**src/hdl/nlp_pkg.sv**
```systemverilog
// Shared types, character codes and token state definitions for the numeric literal parser.
package nlp_pkg;

    localparam int MAX_TOKEN = 32;
    localparam int POS_W     = $clog2(MAX_TOKEN + 1);
    localparam int BASE_W    = 5;
    localparam int VALUE_W   = 32;

    localparam logic [7:0] CH_HASH   = 8'h23;  // '#'
    localparam logic [7:0] CH_DOLLAR = 8'h24;  // '$'
    localparam logic [7:0] CH_PCT    = 8'h25;  // '%'
    localparam logic [7:0] CH_QUOTE  = 8'h27;  // single quote
    localparam logic [7:0] CH_MINUS  = 8'h2D;  // '-'
    localparam logic [7:0] CH_0      = 8'h30;
    localparam logic [7:0] CH_9      = 8'h39;
    localparam logic [7:0] CH_UA     = 8'h41;
    localparam logic [7:0] CH_UF     = 8'h46;
    localparam logic [7:0] CH_LA     = 8'h61;
    localparam logic [7:0] CH_LF     = 8'h66;

    localparam logic [BASE_W-1:0] BASE_2  = BASE_W'(2);
    localparam logic [BASE_W-1:0] BASE_10 = BASE_W'(10);
    localparam logic [BASE_W-1:0] BASE_16 = BASE_W'(16);

    typedef enum logic [1:0] {
        PFX_HASH   = 2'd0,
        PFX_DOLLAR = 2'd1,
        PFX_PCT    = 2'd2,
        PFX_DONE   = 2'd3
    } prefix_stage_t;

    typedef struct packed {
        logic [7:0] character;
        logic       last_char;
    } char_item_t;

    typedef struct packed {
        logic               valid_res;
        logic [VALUE_W-1:0] value;
    } result_t;

    typedef struct packed {
        logic [POS_W-1:0]   position;
        prefix_stage_t      prefix_stage;
        logic [BASE_W-1:0]  active_base;
        logic               negative;
        logic               digits_seen;
        logic               failed;
        logic [VALUE_W-1:0] accumulator;
        logic [15:0]        first_chars;
    } token_state_t;

    localparam token_state_t TOKEN_CLEAR = '{
        position:     '0,
        prefix_stage: PFX_HASH,
        active_base:  BASE_10,
        negative:     1'b0,
        digits_seen:  1'b0,
        failed:       1'b0,
        accumulator:  '0,
        first_chars:  '0
    };

endpackage

```
**src/hdl/nlp_in_reg.sv**
```systemverilog
// Input register stage that captures one character transfer and holds it until consumed.
module nlp_in_reg (
    input  logic                clk,
    input  logic                rst_n,
    input  logic                in_valid,
    output logic                in_stall,
    input  logic [7:0]          character,
    input  logic                last_char,
    input  logic                advance,
    output logic                item_valid,
    output nlp_pkg::char_item_t item
);

    logic                valid_reg;
    logic                valid_next;
    nlp_pkg::char_item_t item_reg;
    logic                load;

    // The stage can take a new character when it is empty or its item leaves now.
    assign in_stall   = valid_reg && !advance;
    assign load       = in_valid && !in_stall;
    assign valid_next = load ? 1'b1 : (advance ? 1'b0 : valid_reg);

    always_ff @(posedge clk or negedge rst_n)
    begin
        if (!rst_n)
        begin
            valid_reg <= 1'b0;
        end
        else
        begin
            valid_reg <= valid_next;
        end
    end

    always_ff @(posedge clk)
    begin
        if (load)
        begin
            item_reg.character <= character;
            item_reg.last_char <= last_char;
        end
    end

    assign item_valid = valid_reg;
    assign item       = item_reg;

endmodule

```
**src/hdl/nlp_parse_core.sv**
```systemverilog
// Token state registers and the per-character prefix, sign and digit step logic.
module nlp_parse_core (
    input  logic                                clk,
    input  logic                                rst_n,
    input  logic                                step,
    input  nlp_pkg::char_item_t                 item,
    input  logic [nlp_pkg::BASE_W-1:0]          default_base,
    output nlp_pkg::result_t                    result
);

    nlp_pkg::token_state_t st_reg;
    nlp_pkg::token_state_t st_next;
    nlp_pkg::token_state_t nx;

    logic [7:0]                   c;
    logic [nlp_pkg::POS_W-1:0]    pos;
    logic [nlp_pkg::BASE_W-1:0]   base;
    logic [15:0]                  fc;
    logic                         used;
    logic                         is_dec;
    logic                         dec_ok;
    logic                         is_hex_letter;
    logic                         digit_ok;
    logic [4:0]                   digit;
    logic [nlp_pkg::VALUE_W-1:0]  product;
    logic                         char_lit;
    logic                         num_ok;

    always_comb
    begin
        c    = item.character;
        pos  = st_reg.position;
        base = (pos == '0) ? default_base : st_reg.active_base;

        fc = st_reg.first_chars;
        if (pos == '0)
        begin
            fc = {8'h00, c};
        end
        else if (pos == nlp_pkg::POS_W'(1))
        begin
            fc = {c, st_reg.first_chars[7:0]};
        end

        // Digit decoding against the base in force for this character.
        is_dec        = c inside {[nlp_pkg::CH_0:nlp_pkg::CH_9]};
        dec_ok        = is_dec && ((base < nlp_pkg::BASE_10) ?
                                   ({1'b0, c[3:0]} < base) : 1'b1);
        is_hex_letter = (base == nlp_pkg::BASE_16) &&
                        (c inside {[nlp_pkg::CH_UA:nlp_pkg::CH_UF],
                                   [nlp_pkg::CH_LA:nlp_pkg::CH_LF]});
        digit_ok      = dec_ok || is_hex_letter;
        digit         = is_hex_letter ? (5'(c[3:0]) + 5'd9) : 5'(c[3:0]);
        product       = st_reg.accumulator * nlp_pkg::VALUE_W'(base);

        nx             = st_reg;
        nx.active_base = base;
        nx.first_chars = fc;
        used           = 1'b0;

        if (pos >= nlp_pkg::POS_W'(nlp_pkg::MAX_TOKEN))
        begin
            nx.failed = 1'b1;
        end
        else
        begin
            nx.position = pos + nlp_pkg::POS_W'(1);
            if (!st_reg.failed)
            begin
                // Prefix checks run in order; each stage is passed at most once.
                if (st_reg.prefix_stage == nlp_pkg::PFX_HASH && c == nlp_pkg::CH_HASH)
                begin
                    used              = 1'b1;
                    nx.active_base    = nlp_pkg::BASE_10;
                    nx.prefix_stage   = nlp_pkg::PFX_DOLLAR;
                end
                else if (st_reg.prefix_stage inside {nlp_pkg::PFX_HASH, nlp_pkg::PFX_DOLLAR}
                         && c == nlp_pkg::CH_DOLLAR)
                begin
                    used              = 1'b1;
                    nx.active_base    = nlp_pkg::BASE_16;
                    nx.prefix_stage   = nlp_pkg::PFX_PCT;
                end
                else if (st_reg.prefix_stage != nlp_pkg::PFX_DONE && c == nlp_pkg::CH_PCT)
                begin
                    used              = 1'b1;
                    nx.active_base    = nlp_pkg::BASE_2;
                    nx.prefix_stage   = nlp_pkg::PFX_DONE;
                end
                else
                begin
                    nx.prefix_stage   = nlp_pkg::PFX_DONE;
                end

                if (!used)
                begin
                    if (!st_reg.negative && !st_reg.digits_seen &&
                        c == nlp_pkg::CH_MINUS && base == nlp_pkg::BASE_10)
                    begin
                        nx.negative = 1'b1;
                    end
                    else if (digit_ok)
                    begin
                        nx.accumulator = product + nlp_pkg::VALUE_W'(digit);
                        nx.digits_seen = 1'b1;
                    end
                    else
                    begin
                        nx.failed = 1'b1;
                    end
                end
            end
        end

        // Token end: a quoted single byte wins over the numeric outcome.
        char_lit = (pos == nlp_pkg::POS_W'(2)) && (fc[7:0] == nlp_pkg::CH_QUOTE) &&
                   (c == nlp_pkg::CH_QUOTE);
        num_ok   = !nx.failed && nx.digits_seen;
        if (char_lit)
        begin
            result.valid_res = 1'b1;
            result.value     = nlp_pkg::VALUE_W'(fc[15:8]);
        end
        else if (num_ok)
        begin
            result.valid_res = 1'b1;
            result.value     = nx.negative ? (nlp_pkg::VALUE_W'(0) - nx.accumulator)
                                           : nx.accumulator;
        end
        else
        begin
            result.valid_res = 1'b0;
            result.value     = '0;
        end

        st_next = st_reg;
        if (step)
        begin
            st_next = item.last_char ? nlp_pkg::TOKEN_CLEAR : nx;
        end
    end

    always_ff @(posedge clk or negedge rst_n)
    begin
        if (!rst_n)
        begin
            st_reg <= nlp_pkg::TOKEN_CLEAR;
        end
        else
        begin
            st_reg <= st_next;
        end
    end

endmodule

```
**src/hdl/numeric_literal_parser.sv**
```systemverilog
// Top level of the numeric literal parser: configuration register, pipeline control, result register.
//
// The parser takes one token character per transfer, with last_char set on the final
// character, and delivers one result transfer per token: valid_res and a 32-bit two's
// complement value (zero when invalid). A token of the form quote, byte, quote returns the
// byte; otherwise the prefixes '#', '$', '%' select base 10, 16 or 2, else default_base
// applies, and a leading '-' negates in base 10 only. Tokens longer than 32 characters are
// invalid. Throughput is one character per clock cycle while no token end waits for a full
// result register: the character passes an input register, the state update and a 32-by-5
// multiply-add on the accumulator, and the result of the last character lands in the result
// register, which raises out_valid; the result transfer completes at a clock edge with
// out_stall low. in_stall follows out_stall in the same cycle only when a token end waits
// for a full result register that is not being emptied. default_base is sampled at the
// first character of each token and should be written only while the parser is idle.
module numeric_literal_parser (
    input  logic                clk,
    input  logic                rst_n,
    input  logic                cfg_we,
    input  logic [4:0]          cfg_data,
    input  logic                in_valid,
    output logic                in_stall,
    input  logic [7:0]          character,
    input  logic                last_char,
    output logic                out_valid,
    input  logic                out_stall,
    output logic                valid_res,
    output logic signed [31:0]  value
);

    logic [nlp_pkg::BASE_W-1:0] default_base_reg;
    logic                       item_valid;
    nlp_pkg::char_item_t        item;
    logic                       out_free;
    logic                       advance;
    nlp_pkg::result_t           result;
    nlp_pkg::result_t           res_reg;
    logic                       out_valid_reg;
    logic                       out_valid_next;
    logic                       res_load;

    // Configuration register; the reset value is base ten.
    always_ff @(posedge clk or negedge rst_n)
    begin
        if (!rst_n)
        begin
            default_base_reg <= nlp_pkg::BASE_10;
        end
        else if (cfg_we)
        begin
            default_base_reg <= cfg_data;
        end
    end

    nlp_in_reg u_in_reg (
        .clk        (clk),
        .rst_n      (rst_n),
        .in_valid   (in_valid),
        .in_stall   (in_stall),
        .character  (character),
        .last_char  (last_char),
        .advance    (advance),
        .item_valid (item_valid),
        .item       (item)
    );

    // A character that is not a token end never needs the result register, so it
    // is consumed at once; a token end waits until the result register has room.
    assign out_free = !out_valid_reg || !out_stall;
    assign advance  = item_valid && (!item.last_char || out_free);
    assign res_load = advance && item.last_char;

    nlp_parse_core u_core (
        .clk          (clk),
        .rst_n        (rst_n),
        .step         (advance),
        .item         (item),
        .default_base (default_base_reg),
        .result       (result)
    );

    // Result register: holds one result until its transfer completes.
    assign out_valid_next = res_load ? 1'b1 : (out_stall ? out_valid_reg : 1'b0);

    always_ff @(posedge clk or negedge rst_n)
    begin
        if (!rst_n)
        begin
            out_valid_reg <= 1'b0;
        end
        else
        begin
            out_valid_reg <= out_valid_next;
        end
    end

    always_ff @(posedge clk)
    begin
        if (res_load)
        begin
            res_reg <= result;
        end
    end

    assign out_valid = out_valid_reg;
    assign valid_res = res_reg.valid_res;
    assign value     = signed'(res_reg.value);

endmodule
```
**config.mk**
```make
export PLATFORM = sky130hd
export DESIGN_NAME = numeric_literal_parser
export DESIGN_NICKNAME = d
export VERILOG_FILES = /design/src/hdl/nlp_pkg.sv /design/src/hdl/nlp_in_reg.sv /design/src/hdl/nlp_parse_core.sv /design/src/hdl/numeric_literal_parser.sv
export SDC_FILE = /design/constraint.sdc
export NUM_CORES = 1
export LEC_CHECK = 0
export ABC_AREA = 1
export BUFFER_PORTS_ARGS = -buffer_cell sky130_fd_sc_hd__buf_2
export CAP_MARGIN = 40
export CORE_ASPECT_RATIO = 0.7
export CORE_UTILIZATION = 50
export DETAILED_ROUTE_END_ITERATION = 10
export PLACE_DENSITY_LB_ADDON = 0.05
export SYNTH_ARGS = -nofsm -noshare
export SYNTH_HDL_FRONTEND = slang
export SYNTH_SLANG_ARGS = --single-unit
```
**constraint.sdc**
```tcl
create_clock -name clk -period 6.1 [get_ports clk]
set_input_delay 0.61 -clock clk [delete_from_list [all_inputs] [get_ports clk]]
set_output_delay 0.61 -clock clk [all_outputs]
set_load 0.01 [all_outputs]
```
== After elaboration in Yosys (flattened, before gate mapping) ==
Cells that the tools add are included.
Storage, ports and cells
  input bits: 19
  flip-flop bits (word level): 113
  output and inout bits: 35
Cells by class
  mux-type cells: 31
  bitwise logic cells: 1
  multiply operators: 1
  reduce and logical (&&, ||, !) cells: 37
  $add $sub $neg: 4
  eq/ne operators: 15
  magnitude comparators: 9
Operators with widths (count)
  $mux W32: 3
  $mux W64: 1
  $eq A8 B6 Y1 const B: 6
  $mux W42: 1
  $mux W35: 1
  $mux W34: 1
  $mux W33: 1
  $add A32 B5 Y32: 1
  $mul A32 B5 Y32: 1
  $mux W16: 2
  $sub A1 B32 Y32 const A: 1
  $logic_and A1 B1 Y1: 18
  $ge A8 B7 Y1 const B: 2
  $le A8 B7 Y1 const B: 2
  $mux W15: 1
  $mux W5: 3
  $mux W1: 14
  $ge A8 B6 Y1 const B: 1
  $le A8 B6 Y1 const B: 1
  $logic_not A1 Y1: 8
  $mux W8: 1
  $mux W7: 1
  $add A6 B1 Y6 const B: 1
  $eq A6 B1 Y1 const B: 1
  19 further kinds: 25

== Longest topological paths before layout ==
  depth in word-level cells: 15
  depth in mapped cells: 40
  mapped depth without buffers: 40

== Modules after synthesis ==
A second synthesis with hierarchy kept.
Unflattened totals
  cell total of the unflattened synthesis: 1623
  area, all modules: 11746.3 um^2
Modules (own cells, without submodules)
  nlp_parse_core: cells an instance 1543, area each 10159.7 um^2, seq. area each 1604.0 um^2, times used 1
  numeric_literal_parser: cells an instance 64, area each 1258.7 um^2, seq. area each 1143.6 um^2, times used 1
  nlp_in_reg: cells an instance 16, area each 327.8 um^2, seq. area each 295.3 um^2, times used 1

== Worst setup path before layout ==
No wires, ideal clock.
  kind: reg2reg
  start: register u_core.st_reg (netlist bit u_core.pos[0])
  end: register res_reg (netlist bit value[27]) (data pin)
  buffers on the path: 3
  required time: 5845 ps
  data arrival time: 5567 ps
  slack: 278 ps
  stages on the path, launching flop included: 32
  setup time: 255 ps
  cell sequence: dfrtp_1 -> inv_1 -> ha_1 -> nand3_4 -> buf_8 -> nand2_2 -> nand2_2 -> inv_2 -> clkbuf_1 -> clkbuf_1 -> nor2_1 -> fa_1 -> inv_1 -> fa_1 -> fa_1 -> inv_1 -> ha_1 -> nand2_1 -> inv_1 -> a21oi_1 -> nand3_1 -> a21oi_1 -> xor2_1 -> nand3_1 -> nand2_1 -> nand2_1 -> nor2_4 -> nand3_1 -> nor2_2 -> nand3_1 -> a21oi_1 -> nor2_1
Between the ends
  cells in the longest elaborated chain, start to end: 15
  elaborated cells between the ends (all ways): 36
  those cells by class: add/sub (2); mul (1); order compare (3); eq/ne (4); mux (15); bitwise (1); reduce/logical (10)
Ends and longest elaborated chain
  start: declaration: RTL line nlp_parse_core.sv:11  | nlp_pkg::token_state_t st_reg;
  start signal: assignment: RTL line nlp_parse_core.sv:147  | st_reg <= nlp_pkg::TOKEN_CLEAR;
  start signal: assignment: RTL line nlp_parse_core.sv:151  | st_reg <= st_next;
  branches (longest 15 deep; another with $mul A32 B5 Y32)
  end signal: assignment: RTL line numeric_literal_parser.sv:100  | res_reg <= result;
  end: declaration: RTL line numeric_literal_parser.sv:36  | nlp_pkg::result_t res_reg;
Parallel ways; which one is timed is not known. The select of a mux whose other input is x is not followed.
A chain may end at the register's enable or synchronous reset.

== Final worst setup path ==
  start: register u_core.st_reg (netlist bit u_core.pos[5])
  end: register res_reg (netlist bit value[31]) (data pin)
Same word-level chain as after synthesis.

==> impl_results.md <==
* Setup violations, final at 0
* Max FFs per register at 58
* Cell Pwr Density at 216 mW/mm^2
* Share of flip-flops with an asynchronous set or reset at 62.8%
* Yosys reg bits at 113
* Peak VDD IR at 0.195 mV
* Crit Path Max Fanout at 20
* Die area at 0.0247 mm^2
* Most common cell after layout, fill and taps aside: nand2_1
* Met2 Routed Length at between 10,000 and 15,000 um
* Crit Path Category: flop to flop
* Maximum root-to-sink buffer count at 2
* CP required at 6.28 ns
* Worst slew margin at 34.6%
* Leakage at 6.87 nW
* Grt ovf at 0
* Gate Count Post-Synth at 1,641
* YS warnings at 0
* Num CTS Buffers at 17
* H-tree level count at 4
* Max-Cap Viols at 0
* Via density at 5.44
* Later-pin clock latency in the skew report at 0.44 ns
* Syn Nets at 1,821
* PortBufs at 53
* Post-Syn Area at 0.0120 mm^2
* R2R Setup Slk at 0.30 ns
* Number of flops mapped to enable cells by yosys at 42
* Register area share after synthesis at 25.3%
* Drt pass-1 iters at 7
* Vias in the first global route at 10,400
* I/O Pins at 54
* Met3 WL at 3590 um
* Max Used Layer: met4
* Synth Flop Type: dfrtp_1
* Hold Vio Cnt, Final at 0
* Period utilization at 95.0%
* M1 wire length at ~18,000 um
* Most Frequent Cell on Critical Path: nor2_1
* Worst setup path start: u_core.pos[5]
* Distinct cell type count after synthesis at 54
* First-iteration detailed-routing DRC count at 915
* Antenna Nets Post-Route at 0
* DRC Markers at 0
* Via count at 11,200
* Placed Cells at 2,014
* Worst EP arrival at 5.98 ns
* Post-route insts no fill at between 2,000 and 2,500
* Outcome: finished, final reports clean
* Worst path slowest cell: fa_1
* Die Y-Extent at 132 um
* Wirelength per Cell at between 15 and 20 um
* Fmax at between 0.15 and 0.2 GHz
* Tightest Pin Transition at 0.971 ns
* Post-Route WL at 36,800 um
* Setup crit start kind: flop
* Syn avg cell area at roughly 7.3 um^2
* Area grow syn2layout at 13.2%
* GP Congestion at ~0.94
* Clk pin slew, worst setup/hold paths at ~0.06 ns
* All-Layer GR Usage at 30.6%
* Max incr delay on CP at between 0.5 and 0.6 ns
* Dpl hpwl at 29,000 um
* ANT cells at 0
* Initial Util at 50.9%
* TritonCTS clock tree: done
* First-pass GRT wire length at 58,200 um
* Clock sink count at 113
* Final design utilization at roughly 58%
* Tmin final at slightly below 6 ns
* Largest net degree at the start of global routing at 60
* R2r startpoint: u_core.pos[5]
* Fill cell count at around 2,400
* Pins Over Slew Limit at 0
* Proportion of layout cells with a drive suffix above 1 at 15.5%
* Root buffer cell: clkbuf_16
* Hold bufs inserted after CTS at 0
* Worst Setup End Kind: flop
* Most frequent cells in the layout: 328 x nand2_1, 298 x inv_1, 204 x nor2_1
* Initial antenna violation count at 0
* Cell row count at 47
* Core Box Area at 0.0236 mm^2
* Clk_skew at 0.0104 ns
* Die width at 187 um
* Hold WC Path Type: primary input to async pin
* Layout Nets at around 1,900
==> worst paths after layout <==
kind / to / depth (start not counted)
max: value[31] / 29
min: u_core.st_reg[14] / 1
max reg2reg: value[31] / 29
min reg2reg: out_valid / 2
max in group asynchronous: default_base_reg[3] / 2
min in group clk: u_in_reg.item[0] / 1
==> cell usage after synthesis (all sizes together) (6+ instances only) <==
cell	n	area (um^2)
o21bai	8	60.1
nand2	365	1460
nor2	234	981
ha	74	926
nand3	99	543
fa	87	1740
inv	315	1180
o22ai	55	344
edfxtp	42	1260
nor3	16	85.1
dfrtp	67	1680
a21oi	73	369
nor4	6	37.5
o21ai	62	337
xor2	19	166
clkbuf	31	116
buf	16	138
xnor2	11	96.3
nand4	26	178
==> metrics by stage <==
| step | hold WS, ns | total power, mW | cell area [um^2] | setup slack [ns] | setup TNS (ns) |
|---|---|---|---|---|---|
| after floorplan | 0.314 | 1.58 | 12000 | 0.278 | 0 |
| after global placement | 0.488 | 1.92 | 12800 | 0.0597 | 0 |
| after detailed placement | 0.474 | 1.93 | 12900 | 0.0291 | 0 |
| after CTS | 0.0148 | 2.90 | 13400 | 0.00385 | 0 |
| after global routing | 0.0175 | 3.08 | 13600 | -0.0257 | -0.0632 |
| final | 0.0180 | 2.94 | 13600 | 0.304 | 0 |
==> area by class of cell <==
cell class	count	area [um^2]	share of cell area (%)
timing repair buffer	107	718	5.27
sequential	113	3050	22.4
inverter	318	1190	8.77
clock buffer	18	429	3.15
clock inverter	14	131	0.965
tap	318	398	2.92
multi-input combinational	1163	7700	56.6
==> repair_timing <==
item / CTS / global route
pin swaps: 0 / 9
setup endpoints to repair: 2 / 23
buffers inserted: 0 / 5
gates resized for setup: 1 / 52
endpoints found under the hold margin: 0 / 0
==> power by group <==
group | leakage (nW) | internal [mW] | switching [mW]
logic | 5.26 | 0.345 | 0.736
registers | 1.35 | 0.849 | 0.0310
clock network | 0.257 | 0.564 | 0.411
total | 6.87 | 1.76 | 1.18
==> metal layers <==
layer	up-vias	global-route usage [%]
met2	437	41.9
met4	0	5.92
met3	30	6.23
li1	5378	-
met5	-	0
met1	5313	49.2
==> kinds of logic after synthesis <==
group | Yosys count | synth area share, %
AOI/OAI and AO/OA | 217 | 10.5
and+or+nand+nor | 754 | 27.7
xor gates and xnor gates | 30 | 2.18
muxes | 1 | 0.0936
adders and majority gates | 161 | 22.2
DFF | 113 | 25.3
buffers and inverters | 365 | 12.0
==> worst max-delay path: cells and delay by family (launching register included) <==
kind	cells	cell delay, ns
and+or+nand+nor	16	2.02
adders and majority gates	4	1.97
AOI/OAI and AO/OA	4	0.62
buffers and inverters	5	0.47
DFF	1	0.45
(Power assumes the default switching activity.)
